File: src/hdl/pidaw_pkg.sv
// Package with shared constants and types for the PID regulator with anti-windup.
package pidaw_pkg;

	localparam int QW = 32;
	localparam int PW = 31;
	localparam int CFG_IDX_W = 3;

	localparam logic [CFG_IDX_W-1:0] REG_PROP_GAIN  = 3'd0;
	localparam logic [CFG_IDX_W-1:0] REG_INTEG_GAIN = 3'd1;
	localparam logic [CFG_IDX_W-1:0] REG_DERIV_GAIN = 3'd2;
	localparam logic [CFG_IDX_W-1:0] REG_SAMPLE_PER = 3'd3;
	localparam logic [CFG_IDX_W-1:0] REG_DRIVE_MIN  = 3'd4;
	localparam logic [CFG_IDX_W-1:0] REG_DRIVE_MAX  = 3'd5;
	localparam logic [CFG_IDX_W-1:0] REG_ACCUM_LIM  = 3'd6;

	localparam logic CMD_UPDATE = 1'b0;
	localparam logic CMD_CLEAR  = 1'b1;

	localparam logic signed [QW-1:0] Q_MAX = 32'sh7FFF_FFFF;
	localparam logic signed [QW-1:0] Q_MIN = 32'sh8000_0000;

	typedef struct packed {
		logic       command;
		logic [QW-1:0] error_in;
	} pidaw_in_t;

	typedef struct packed {
		logic [QW-1:0] drive;
		logic          saturated;
	} pidaw_out_t;

	// Saturate a 66-bit signed value to 32 bits.
	function automatic logic signed [QW-1:0] sat66(input logic signed [65:0] v);
		logic signed [QW-1:0] r;
		if (v > 66'sh0_7FFF_FFFF)
			r = Q_MAX;
		else if (v < -66'sh0_8000_0000)
			r = Q_MIN;
		else
			r = v[QW-1:0];
		return r;
	endfunction

endpackage

File: src/hdl/pidaw_if.sv
// Valid/ready channel interface carrying one payload.
interface pidaw_if #(parameter type payload_t = logic) (input logic clk);
	logic     valid;
	logic     ready;
	payload_t payload;

	modport source (output valid, output payload, input ready);
	modport sink (input valid, input payload, output ready);
endinterface

File: src/hdl/pidaw_mul.sv
// Bit-serial signed multiplier: 32x32 signed, one multiplier bit per cycle.
module pidaw_mul import pidaw_pkg::*; (
	input  logic                 clk,
	input  logic                 arst_n,
	input  logic                 start,
	input  logic signed [QW-1:0] a,
	input  logic signed [QW-1:0] b,
	output logic                 done,
	output logic signed [63:0]   prod
);

	logic signed [QW:0]   acc_q;
	logic [QW-1:0]        mpl_q;
	logic signed [QW-1:0] mcd_q;
	logic [5:0]           cnt_q;
	logic                 busy_q;
	logic signed [QW:0]   addend;
	logic signed [QW+1:0] nxt;

	// The top multiplier bit carries negative weight.
	always_comb begin
		addend = mpl_q[0] ? {mcd_q[QW-1], mcd_q} : '0;
		if (cnt_q == 6'(QW - 1))
			nxt = {acc_q[QW], acc_q} - {addend[QW], addend};
		else
			nxt = {acc_q[QW], acc_q} + {addend[QW], addend};
	end

	always_ff @(posedge clk or negedge arst_n) begin
		if (!arst_n) begin
			busy_q <= 1'b0;
			cnt_q  <= '0;
			done   <= 1'b0;
		end else begin
			done <= 1'b0;
			if (start) begin
				busy_q <= 1'b1;
				cnt_q  <= '0;
			end else if (busy_q) begin
				cnt_q <= cnt_q + 6'd1;
				if (cnt_q == 6'(QW - 1)) begin
					busy_q <= 1'b0;
					done   <= 1'b1;
				end
			end
		end
	end

	always_ff @(posedge clk) begin
		if (start) begin
			acc_q <= '0;
			mpl_q <= b;
			mcd_q <= a;
		end else if (busy_q) begin
			acc_q <= nxt[QW+1:1];
			mpl_q <= {nxt[0], mpl_q[QW-1:1]};
		end
	end

	assign prod = {acc_q[QW-1:0], mpl_q};

endmodule

File: src/hdl/pidaw_div.sv
// Restoring divider: unsigned 48-bit dividend by 31-bit divisor, one bit per cycle.
module pidaw_div import pidaw_pkg::*; (
	input  logic          clk,
	input  logic          arst_n,
	input  logic          start,
	input  logic [47:0]   dividend,
	input  logic [PW-1:0] divisor,
	output logic          done,
	output logic [47:0]   quot
);

	logic [PW:0]   rem_q;
	logic [47:0]   quo_q;
	logic [PW-1:0] dvs_q;
	logic [5:0]    cnt_q;
	logic          busy_q;
	logic [PW+1:0] trial;
	logic [PW:0]   shifted;

	always_comb begin
		shifted = {rem_q[PW-1:0], quo_q[47]};
		trial   = {1'b0, shifted} - {2'b0, dvs_q};
	end

	always_ff @(posedge clk or negedge arst_n) begin
		if (!arst_n) begin
			busy_q <= 1'b0;
			cnt_q  <= '0;
			done   <= 1'b0;
		end else begin
			done <= 1'b0;
			if (start) begin
				busy_q <= 1'b1;
				cnt_q  <= '0;
			end else if (busy_q) begin
				cnt_q <= cnt_q + 6'd1;
				if (cnt_q == 6'd47) begin
					busy_q <= 1'b0;
					done   <= 1'b1;
				end
			end
		end
	end

	always_ff @(posedge clk) begin
		if (start) begin
			rem_q <= '0;
			quo_q <= dividend;
			dvs_q <= divisor;
		end else if (busy_q) begin
			if (!trial[PW+1]) begin
				rem_q <= trial[PW:0];
				quo_q <= {quo_q[46:0], 1'b1};
			end else begin
				rem_q <= shifted;
				quo_q <= {quo_q[46:0], 1'b0};
			end
		end
	end

	assign quot = quo_q;

endmodule

File: src/hdl/pid_controller_antiwindup.sv
// Top level of the PID regulator: sequencer, state and configuration registers.
//
//  channel | dir | payload
//  in_ch   | in  | command, error_in
//  out_ch  | out | drive, saturated
//  cfg     | in  | cfg_we, cfg_index, cfg_data
//
// An update makes four passes through the shared bit-serial multiplier and one through
// the serial divider: accept, proportional, two integral passes, accumulator, derivative,
// divider, sum and hand-off, in that order. A clear goes from the accept straight to the
// hand-off. One item is worked on at a time; a finished result waits in the sequencer
// while the output register still holds an untaken beat.
// Reset clears accumulator, last error and configuration to their reset values.
module pid_controller_antiwindup import pidaw_pkg::*; (
	input  logic                 clk,
	input  logic                 arst_n,
	input  logic                 cfg_we,
	input  logic [CFG_IDX_W-1:0] cfg_index,
	input  logic [QW-1:0]        cfg_data,
	pidaw_if.sink                in_ch,
	pidaw_if.source              out_ch
);

	localparam logic [3:0] ST_IDLE  = 4'd0;
	localparam logic [3:0] ST_PMUL  = 4'd1;
	localparam logic [3:0] ST_IMUL1 = 4'd2;
	localparam logic [3:0] ST_IMUL2 = 4'd3;
	localparam logic [3:0] ST_ACC   = 4'd4;
	localparam logic [3:0] ST_DMUL  = 4'd5;
	localparam logic [3:0] ST_DIV   = 4'd6;
	localparam logic [3:0] ST_SUM   = 4'd7;
	localparam logic [3:0] ST_OUT   = 4'd8;

	logic signed [QW-1:0] prop_gain_q, integ_gain_q, deriv_gain_q, drive_min_q, drive_max_q;
	logic [PW-1:0]        sample_period_q, accum_limit_q;
	logic signed [QW-1:0] acc_q, last_err_q, err_q, p_q, inc_q, d_q;
	logic [3:0]           state_q;
	logic                 wait_q;
	logic                 out_valid_q;
	pidaw_out_t           out_q;
	pidaw_out_t           res_q;
	logic                 out_load;

	logic                 mul_start, mul_done;
	logic signed [QW-1:0] mul_a, mul_b;
	logic signed [63:0]   mul_prod;
	logic                 div_start, div_done;
	logic [47:0]          div_num, div_quot;
	logic [PW-1:0]        dt;
	logic signed [QW-1:0] mul_q16;
	logic signed [QW-1:0] acc_add, acc_clamped, diff, d_sat, sum_sat, acc_back;
	logic signed [QW:0]   lim_s;
	logic                 d_neg;
	logic [QW-1:0]        d_mag;
	logic signed [QW+1:0] div_signed;

	assign dt = (sample_period_q == '0) ? PW'(1) : sample_period_q;

	pidaw_mul u_mul (
		.clk(clk), .arst_n(arst_n), .start(mul_start), .a(mul_a), .b(mul_b),
		.done(mul_done), .prod(mul_prod)
	);

	pidaw_div u_div (
		.clk(clk), .arst_n(arst_n), .start(div_start), .dividend(div_num),
		.divisor(dt), .done(div_done), .quot(div_quot)
	);

	// Arithmetic shift floors, matching the truncation toward minus infinity.
	assign mul_q16 = sat66({{18{mul_prod[63]}}, mul_prod[63:16]});

	always_comb begin
		mul_a = prop_gain_q;
		mul_b = err_q;
		case (state_q)
			ST_IMUL1: begin mul_a = integ_gain_q; mul_b = err_q; end
			ST_IMUL2: begin mul_a = inc_q; mul_b = QW'(dt); end
			ST_DMUL:  begin mul_a = deriv_gain_q; mul_b = diff; end
			default:  begin mul_a = prop_gain_q; mul_b = err_q; end
		endcase
	end

	always_comb begin
		lim_s       = {2'b0, accum_limit_q};
		acc_add     = sat66(66'(acc_q) + 66'(inc_q));
		if ($signed({acc_add[QW-1], acc_add}) > lim_s)
			acc_clamped = QW'(lim_s);
		else if ($signed({acc_add[QW-1], acc_add}) < -lim_s)
			acc_clamped = QW'(-lim_s);
		else
			acc_clamped = acc_add;
		diff        = sat66(66'(err_q) - 66'(last_err_q));
		d_neg       = d_q[QW-1];
		d_mag       = d_neg ? QW'(-{d_q[QW-1], d_q}) : d_q;
		div_num     = {d_mag, 16'h0000};
		div_signed  = d_neg ? -{2'b0, div_quot[QW-1:0]} : {2'b0, div_quot[QW-1:0]};
		// A negative quotient of exactly 2^31 still fits; anything larger saturates.
		d_sat       = (div_quot[47:QW] != '0 ||
			(div_quot[QW-1] && (!d_neg || div_quot[QW-2:0] != '0))) ?
			(d_neg ? Q_MIN : Q_MAX) : QW'(div_signed);
		sum_sat     = sat66(66'(p_q) + 66'(acc_q) + 66'(d_q));
		acc_back    = sat66(66'(acc_q) - 66'(inc_q));
	end

	assign mul_start = !wait_q && (state_q == ST_PMUL || state_q == ST_IMUL1 ||
		state_q == ST_IMUL2 || state_q == ST_DMUL);
	assign div_start = !wait_q && state_q == ST_DIV;

	assign out_load = (state_q == ST_OUT) && (!out_valid_q || out_ch.ready);

	assign in_ch.ready    = (state_q == ST_IDLE);
	assign out_ch.valid   = out_valid_q;
	assign out_ch.payload = out_q;

	always_ff @(posedge clk or negedge arst_n) begin
		if (!arst_n) begin
			prop_gain_q     <= '0;
			integ_gain_q    <= '0;
			deriv_gain_q    <= '0;
			sample_period_q <= PW'(65536);
			drive_min_q     <= Q_MIN;
			drive_max_q     <= Q_MAX;
			accum_limit_q   <= {PW{1'b1}};
		end else if (cfg_we) begin
			case (cfg_index)
				REG_PROP_GAIN:  prop_gain_q     <= cfg_data;
				REG_INTEG_GAIN: integ_gain_q    <= cfg_data;
				REG_DERIV_GAIN: deriv_gain_q    <= cfg_data;
				REG_SAMPLE_PER: sample_period_q <= cfg_data[PW-1:0];
				REG_DRIVE_MIN:  drive_min_q     <= cfg_data;
				REG_DRIVE_MAX:  drive_max_q     <= cfg_data;
				REG_ACCUM_LIM:  accum_limit_q   <= cfg_data[PW-1:0];
				default: ;
			endcase
		end
	end

	// Output register: loaded from the sequencer when empty or being taken.
	always_ff @(posedge clk or negedge arst_n) begin
		if (!arst_n) begin
			out_valid_q <= 1'b0;
			out_q       <= '0;
		end else if (out_load) begin
			out_q       <= res_q;
			out_valid_q <= 1'b1;
		end else if (out_ch.ready)
			out_valid_q <= 1'b0;
	end

	always_ff @(posedge clk or negedge arst_n) begin
		if (!arst_n) begin
			state_q     <= ST_IDLE;
			wait_q      <= 1'b0;
			acc_q       <= '0;
			last_err_q  <= '0;
			err_q       <= '0;
			p_q         <= '0;
			inc_q       <= '0;
			d_q         <= '0;
			res_q       <= '0;
		end else begin
			case (state_q)
				ST_IDLE: begin
					if (in_ch.valid && in_ch.ready) begin
						if (in_ch.payload.command == CMD_CLEAR) begin
							acc_q      <= '0;
							last_err_q <= '0;
							res_q      <= '{drive: '0, saturated: 1'b0};
							state_q    <= ST_OUT;
						end else begin
							err_q   <= in_ch.payload.error_in;
							state_q <= ST_PMUL;
							wait_q  <= 1'b0;
						end
					end
				end
				ST_PMUL, ST_IMUL1, ST_IMUL2, ST_DMUL: begin
					if (!wait_q)
						wait_q <= 1'b1;
					else if (mul_done) begin
						wait_q <= 1'b0;
						case (state_q)
							ST_PMUL:  begin p_q <= mul_q16; state_q <= ST_IMUL1; end
							ST_IMUL1: begin inc_q <= mul_q16; state_q <= ST_IMUL2; end
							ST_IMUL2: begin inc_q <= mul_q16; state_q <= ST_ACC; end
							default:  begin d_q <= mul_q16; state_q <= ST_DIV; end
						endcase
					end
				end
				ST_ACC: begin
					acc_q   <= acc_clamped;
					state_q <= ST_DMUL;
				end
				ST_DIV: begin
					if (!wait_q)
						wait_q <= 1'b1;
					else if (div_done) begin
						wait_q  <= 1'b0;
						d_q     <= d_sat;
						state_q <= ST_SUM;
					end
				end
				ST_SUM: begin
					state_q <= ST_OUT;
					// Upper bound is checked first, so with crossed limits a sum above drive_max gives drive_max.
					if (sum_sat > drive_max_q) begin
						res_q  <= '{drive: drive_max_q, saturated: 1'b1};
						acc_q  <= acc_back;
					end else if (sum_sat < drive_min_q) begin
						res_q  <= '{drive: drive_min_q, saturated: 1'b1};
						acc_q  <= acc_back;
					end else
						res_q  <= '{drive: sum_sat, saturated: 1'b0};
					last_err_q <= err_q;
				end
				ST_OUT: begin
					if (out_load)
						state_q <= ST_IDLE;
				end
				default: state_q <= ST_IDLE;
			endcase
		end
	end

`ifndef SYNTHESIS
	a_no_accept_busy: assert property (@(posedge clk) disable iff (!arst_n)
		(state_q != ST_IDLE) |-> !in_ch.ready)
		else $error("input accepted while busy");
	a_out_hold: assert property (@(posedge clk) disable iff (!arst_n)
		(out_ch.valid && !out_ch.ready) |=> (out_ch.valid && $stable(out_ch.payload)))
		else $error("output beat dropped");
	a_acc_limit: assert property (@(posedge clk) disable iff (!arst_n)
		(state_q == ST_ACC) |=>
		($signed({acc_q[QW-1], acc_q}) <= $signed({2'b0, accum_limit_q})))
		else $error("accumulator above limit");
`endif

endmodule

File: src/flat_wrapper.sv
// flat-port wrapper written by rule: the top's interface ports become plain ports
module pid_controller_antiwindup_flat import pidaw_pkg::*;
  (clk, arst_n, cfg_we, cfg_index, cfg_data, in_ch_valid, in_ch_payload, in_ch_ready, out_ch_valid, out_ch_payload, out_ch_ready);
  pidaw_if #(.payload_t(pidaw_in_t)) in_ch_i (.clk(clk));
  pidaw_if #(.payload_t(pidaw_out_t)) out_ch_i (.clk(clk));
  input  logic clk;
  input  logic arst_n;
  input  logic cfg_we;
  input  logic [CFG_IDX_W-1:0] cfg_index;
  input  logic [QW-1:0] cfg_data;
  input wire logic [$bits(in_ch_i.valid)-1:0] in_ch_valid;
  input wire logic [$bits(in_ch_i.payload)-1:0] in_ch_payload;
  output wire logic [$bits(in_ch_i.ready)-1:0] in_ch_ready;
  output wire logic [$bits(out_ch_i.valid)-1:0] out_ch_valid;
  output wire logic [$bits(out_ch_i.payload)-1:0] out_ch_payload;
  input wire logic [$bits(out_ch_i.ready)-1:0] out_ch_ready;
  assign in_ch_i.valid = in_ch_valid;
  assign in_ch_i.payload = in_ch_payload;
  assign in_ch_ready = in_ch_i.ready;
  assign out_ch_valid = out_ch_i.valid;
  assign out_ch_payload = out_ch_i.payload;
  assign out_ch_i.ready = out_ch_ready;
  pid_controller_antiwindup u_core (.clk(clk), .arst_n(arst_n), .cfg_we(cfg_we), .cfg_index(cfg_index), .cfg_data(cfg_data), .in_ch(in_ch_i), .out_ch(out_ch_i));
endmodule
File: config.mk
export PLATFORM = sky130hd
export DESIGN_NAME = pid_controller_antiwindup_flat
export DESIGN_NICKNAME = d
export VERILOG_FILES = /design/src/hdl/pidaw_pkg.sv /design/src/hdl/pidaw_if.sv /design/src/hdl/pidaw_mul.sv /design/src/hdl/pidaw_div.sv /design/src/hdl/pid_controller_antiwindup.sv /design/src/flat_wrapper.sv
export SDC_FILE = /design/constraint.sdc
export NUM_CORES = 2
export LEC_CHECK = 0
export ABC_AREA = 0
export BUFFER_PORTS_ARGS = -buffer_cell sky130_fd_sc_hd__clkbuf_2
export CAP_MARGIN = 15
export CORE_MARGIN = 1
export CORE_UTILIZATION = 55
export CTS_CLUSTER_DIAMETER = 30
export CTS_CLUSTER_SIZE = 12
export DETAILED_ROUTE_END_ITERATION = 8
export PLACE_DENSITY_LB_ADDON = 0.08
export SYNTH_ARGS = -nofsm -noshare
export SYNTH_HDL_FRONTEND = slang
export SYNTH_HIERARCHICAL = 1
export SYNTH_SLANG_ARGS = --single-unit
export TNS_END_PERCENT = 1
File: constraint.sdc
create_clock -name clk -period 18.67 [get_ports clk]
set_input_delay 0.9335 -clock clk [delete_from_list [all_inputs] [get_ports clk]]
set_output_delay 0.9335 -clock clk [all_outputs]
set_load 0.02 [all_outputs]
# [Yosys cells after proc, flatten, opt, wreduce, memory -nomap -nowiden]
# Index checks and enable logic that the tools add are counted.
[totals] wordCells=209 inputBits=73 n_memories=0 latch_bits=0 regBits=709 mem_bits_rw=0 romBits=0 output_inout_bits=35
[op_classes] div=0 addsub=13 order_cmp=14 n_mul=0 n_mux=78 n_reduce_logical=44 n_bitwise=1 shift=0 n_eq_ne=26
[ops] operator="32-bit two-way mux" n=27
[ops] operator="66-bit by 32-bit greater-than comparator with 1-bit output (second input constant)" n=4
[ops] operator="66-bit by 32-bit less-than comparator with 1-bit output (second input constant)" n=4
[ops] operator="32-bit case mux with 2 select lines" n=3
[ops] operator="32-bit case mux with 3 select lines" n=2
[ops] operator="33-bit two-way mux" n=5
[ops] operator="48-bit two-way mux" n=2
[ops] operator="32-bit by 32-bit adder with 33-bit output" n=2
[ops] operator="33-bit case mux with 2 select lines" n=1
[ops] operator="32-bit by 32-bit subtractor with 33-bit output" n=2
[ops] operator="32-bit greater-than comparator" n=2
[ops] operator="32-bit negator" n=2
[ops] operator="31-bit two-way mux" n=2
[ops] operator="48-bit by 32-bit greater-than comparator with 1-bit output (second input constant)" n=1
[ops] operator="48-bit by 32-bit less-than comparator with 1-bit output (second input constant)" n=1
[ops] operator="33-bit by 32-bit adder with 34-bit output" n=1
[ops] operator="33-bit by 33-bit adder with 34-bit output" n=1
[ops] operator="34-bit two-way mux" n=1
[ops] operator="33-bit by 33-bit subtractor with 34-bit output" n=1
[ops] operator="32-bit by 33-bit less-than comparator with 1-bit output" n=1
[ops] operator="31-bit negator with 33-bit output" n=1
[ops] operator="32-bit by 31-bit subtractor with 33-bit output" n=1
[ops] operator="32-bit less-than comparator" n=1
[ops] operator="31-bit zero test" n=1
[ops] operator="36 further kinds" n=107

# [Depth between registers and ports, before layout]
[logic_depth] ltp_word=9 ltp_mapped=28 ltp_nobuf=26

# [Modules after synthesis]
# The synthesis kept the hierarchy.
[by_module_without_submodules] mod="pid_controller_antiwindup" cells_per_inst=3705 seq_area_each_um2=12241.7 n_inst=1 area_each_um2=34693.3
[by_module_without_submodules] mod="pidaw_mul" cells_per_inst=728 seq_area_each_um2=2782.7 n_inst=1 area_each_um2=6934.2
[by_module_without_submodules] mod="pidaw_div" cells_per_inst=597 seq_area_each_um2=3193.1 n_inst=1 area_each_um2=6418.7

# [Worst setup path before layout]
# Ideal clock, no wire load.
[synth_timing] path_kind="register to register" start="register u_core.acc_q[1]" end="register u_core.acc_q[29]" setup_ns=0.148 path_stages_with_launch=28 path_buffers=2 period_less_slack_ns=6.261 required_time_ns=18.522 t_arrival_ns=6.113 path_slack_ns=12.409 cell_sequence="dfrtp_1 -> inv_1 -> fa_1 -> inv_1 -> ha_1 -> inv_1 -> fa_1 -> nand2b_1 -> a21oi_1 -> o21bai_1 -> a311oi_1 -> o21ai_0 -> o311ai_1 -> o21a_1 -> clkbuf_1 -> a31o_2 -> nand2_1 -> ha_1 -> nand3_1 -> or4_1 -> or3_4 -> a311o_1 -> nor3b_1 -> a31o_4 -> o31a_1 -> clkbuf_1 -> nor2_1 -> a41oi_2"
[synth_between] elab_chain_len=8 word_cells_on_any_way=27 classes_between="add/sub: 4; order compare: 10; eq/ne: 1; mux: 11; reduce/logical: 1"
[synth_rtl] item="start: declaration" line_no="pid_controller_antiwindup.sv:36" rtl="logic signed [QW-1:0] acc_q, last_err_q, err_q, p_q, inc_q, d_q;"
[synth_rtl] item="start signal: assignment" line_no="pid_controller_antiwindup.sv:191" rtl="acc_q <= acc_clamped;"
[synth_rtl] item="start signal: assignment" line_no="pid_controller_antiwindup.sv:208" rtl="acc_q <= acc_back;"
[synth_rtl] item="start signal: assignment" line_no="pid_controller_antiwindup.sv:211" rtl="acc_q <= acc_back;"
[synth_rtl] item="32-bit by 32-bit adder with 33-bit output (on tied branches)" line_no="pid_controller_antiwindup.sv:101, pid_controller_antiwindup.sv:85"
[synth_rtl] item="33-bit by 32-bit adder with 34-bit output / 66-bit by 32-bit less-than comparator with 1-bit output (equally long branches)" line_no="pid_controller_antiwindup.sv:101, pidaw_pkg.sv:37"
[synth_rtl] item="66-bit by 32-bit less-than comparator with 1-bit output / 32-bit two-way mux (equally long branches)" line_no="pidaw_pkg.sv:37" rtl="else if (v < -66'sh0_8000_0000)"
[synth_rtl] item="32-bit two-way mux (on tied branches)" line_no="pidaw_pkg.sv:37, pidaw_pkg.sv:35"
[synth_rtl] item="32-bit two-way mux / 32-bit by 33-bit less-than comparator with 1-bit output (equally long branches)" line_no="pidaw_pkg.sv:35, pid_controller_antiwindup.sv:88"
[synth_rtl] item="32-bit less-than comparator (tied with other cells)" line_no="pid_controller_antiwindup.sv:209" rtl="end else if (sum_sat < drive_min_q) begin"
[synth_rtl] item="3-bit by 1-bit inequality test with 1-bit output (no source line) (tied with other cells)"
[synth_rtl] item="4-bit AND reduction (no source line) / 32-bit case mux with 3 select lines (equally long branches)"
# Parallel ways exist; a longest one is shown, timed or not. The select of a mux whose other input is x is not followed.
# A chain may end at the register's enable or synchronous reset.

# [Worst setup path after layout]
[layout_timing] start="register u_core.acc_q[1]" end="register u_core.acc_q[14]"
# Same word-level chain as after synthesis.

==> impl_results.md <==
- Status: completed
- Initial antenna violation count: 14
- Worst Setup Start Kind: flop
- Core area: approximately 87000 sq um
- Pins Over Slew Limit: 0
- Fmax: 124.4 MHz
- DRT Pass-1 Iters: 7
- FF+latch area: 18220 sq um
- Clk_lat worst skew: 770 ps
- Asr flop ratio synth: 0.7080
- Synth Register Bits: 709
- CTS sink cnt: 709
- Die Ht: 297.6 microns
- CP Capture Type: flop
- Min Tclk post-route: 8036 ps
- 1st-iter DRT viols: 4463
- CP max FO: 31
- Core Rows: 108
- Hold_buf cts: 0
- H-Tree Depth: 4
- CTS tree: built
- CP most frequent cell: inv_1
- Vias in the first global route: slightly below 40000
- PostCTS Resize Cnt: 0
- All-Layer GR Usage: 0.3746
- Max incr delay on CP: around 760 ps
- Post-DP HPWL: 123.4 mm
- Routed vias/inst: ~6.4
- Final net count: 5500
- Top FF cell, synth: dfrtp_1
- Reg clk slew, reported paths: 50 ps
- Cell total after placement: 6055
- I/O pin cnt: 108
- Fraction of layout cells with a size suffix above 1: 0.1863
- Most common cell after layout, fill and taps aside: nand2_1
- Antenna-violating nets left: 0
- Min-delay worst type: in2async
- Most frequent cells in the layout: 462 x nand2_1, 436 x dfrtp_1, 340 x mux2_2
- Sequential cell area fraction in the yosys report: 0.3792
- RSZ-0062 raised after global routing: false
- Root Driver: clkbuf_16
- Setup bufs post-CTS: 0
- DP Area: 49280 sq um
- DR DRC count: 0
- Cells after synthesis: just over 5000
- Worst slew margin: 0.2266
- Yosys warning total: 6
- Endpoints failing setup: 0
- Longest Clk Path Bufs: 3
- Die ar.: 88540 sq um
- Final period utilization: 0.4304
- Final RePlAce weighted congestion: approximately 1.0
- Post-route insts no fill: 6368
- Largest net degree at the start of global routing: 146
- Fill cell count: 7175
- GR Overflow Total: 0
- DRT Wirelength: 167.2 mm
- Area delta synth->final: 14.77%
- CTS Buf Count: 163
- Routed length per instance: 26.26 microns
- Multi-input gate area: roughly 27000 sq um
- Clock skew: 46.58 ps
- Crit path max-delay cell type: a21o_1
- Worst EP required: approximately 19000 ps
- Syn Area/Cell: 9.552 sq um
- Max Cap Viol: 0
- Worst EP arrival: 8660 ps
- Final Hold Viols: 0
- Post-Synthesis Cell Area: 48050 sq um
- Global-route wire length before repair: roughly 250 mm
- Synth cell types: 130
- Vias: 41070
- IO buf count: roughly 110
- Setup TNS: 0 ps
- Post-synth EDFFs: 143
- Setup CP Type: reg2reg
- Worst Tran Pin Value: between 1000 and 1500 ps
- Starting Density: 0.5547
- Die width: between 200 and 300 microns
- Final Cell Area: approximately 55000 sq um
-- worst paths after layout --
check	startpoint	slack, ps	end	depth (start not counted)
max in group asynchronous	arst_n	15260	u_core/d_q[31]	4
min reg2reg	u_core/u_div/rem_q[2]	490	u_core/u_div/rem_q[3]	2
max reg2reg	u_core/acc_q[1]	10630	u_core/acc_q[14]	26
min	arst_n	180	u_core/err_q[7]	1
min in group clk	in_ch_payload[28]	390	u_core/err_q[28]	2
max	u_core/acc_q[1]	10630	u_core/acc_q[14]	26
-- sequential cells by signal, indices dropped and copies added (netlist names), 33 cells and up --
register and count:
u_core/u_div/quot 48, u_core/out_ch.payload 33, u_core/res_q 33, u_core/u_mul/acc_q 33
-- final cells by class --
| class | count | share of cell area |
|---|---|---|
| Inverter | 300 | 0.02042 |
| Sequential cell | 709 | 0.3304 |
| Clock buffer | 205 | 0.08207 |
| Multi-Input combinational cell | 3723 | 0.4980 |
| Tap cell | 1155 | 0.02621 |
| Antenna cell | 6 | 0.0002723 |
| Timing Repair Buffer | 168 | 0.01865 |
| Clock inverter | 102 | 0.02394 |
-- stage by stage --
step,utilization,setup slack [ps],hold slack (ps)
after floorplan,-,12410,449.8
after global placement,0.5690,10980,460.7
after detailed placement,0.5690,10890,470.8
after CTS,0.6364,10830,218.1
after global routing,0.6364,10210,233.3
final,0.6366,10630,181.7
-- routing by layer --
layer,GRT usage,share of wire,vias to the layer above,wire length (microns)
li1,-,-,18600,-
met4,0.1996,0.055,0,9158
met2,0.5563,0.44,1849,73040
met1,0.5195,0.43,20250,72010
met3,0.06843,0.078,369,12990
met5,0,0,-,0
-- synth_stat cells, types with 22 or more instances --
cell | number | share of area
a211oi_1 | 40 | 0.0063
a21o_1 | 78 | 0.012
a21oi_1 | 309 | 0.032
a222oi_1 | 32 | 0.0067
a22o_1 | 37 | 0.0067
a22oi_1 | 54 | 0.0084
a311oi_1 | 30 | 0.0055
a31oi_1 | 43 | 0.0056
and3_1 | 22 | 0.0029
buf_2 | 33 | 0.0034
buf_4 | 39 | 0.0061
clkbuf_1 | 214 | 0.017
dfrtp_1 | 438 | 0.23
dfstp_2 | 64 | 0.035
dfxtp_1 | 64 | 0.027
edfxtp_1 | 143 | 0.089
fa_1 | 38 | 0.016
ha_1 | 324 | 0.084
inv_1 | 299 | 0.023
mux2_2 | 340 | 0.080
mux2i_1 | 39 | 0.0081
nand2_1 | 462 | 0.036
nand2b_1 | 49 | 0.0064
nand3_1 | 79 | 0.0082
nand4_1 | 61 | 0.0079
nor2_1 | 278 | 0.022
nor2b_1 | 33 | 0.0043
nor3_1 | 95 | 0.0099
nor4_1 | 50 | 0.0065
o211ai_1 | 43 | 0.0067
o21a_1 | 39 | 0.0061
o21ai_0 | 333 | 0.035
o22a_1 | 27 | 0.0049
o22ai_1 | 40 | 0.0052
o31ai_1 | 55 | 0.0086
o32a_1 | 23 | 0.0048
or3_1 | 37 | 0.0048
xnor2_1 | 173 | 0.032
xor2_1 | 75 | 0.014
-- critical path: cells and delay by family (launching register included) --
family / cells / cell delay [ps]
compound gates: 14 / 4400
flops: 1 / 450
fa+ha+maj: 4 / 1530
simple gates: 4 / 780
buf+inv: 4 / 730
-- cells by family after synthesis --
family          after synthesis  synth area share
compound gates             1430            0.2039
other cells                   1        0.00007805
buf+inv                     613           0.05323
mux                         380           0.08812
fa+ha+maj                   369            0.1017
flops                       709            0.3792
simple gates               1280            0.1287
xor+xnor                    248           0.04521
Power is left out: the tool's default activity adds up to more than one toggle a clock period on the data nets, which glitch-free logic cannot reach.
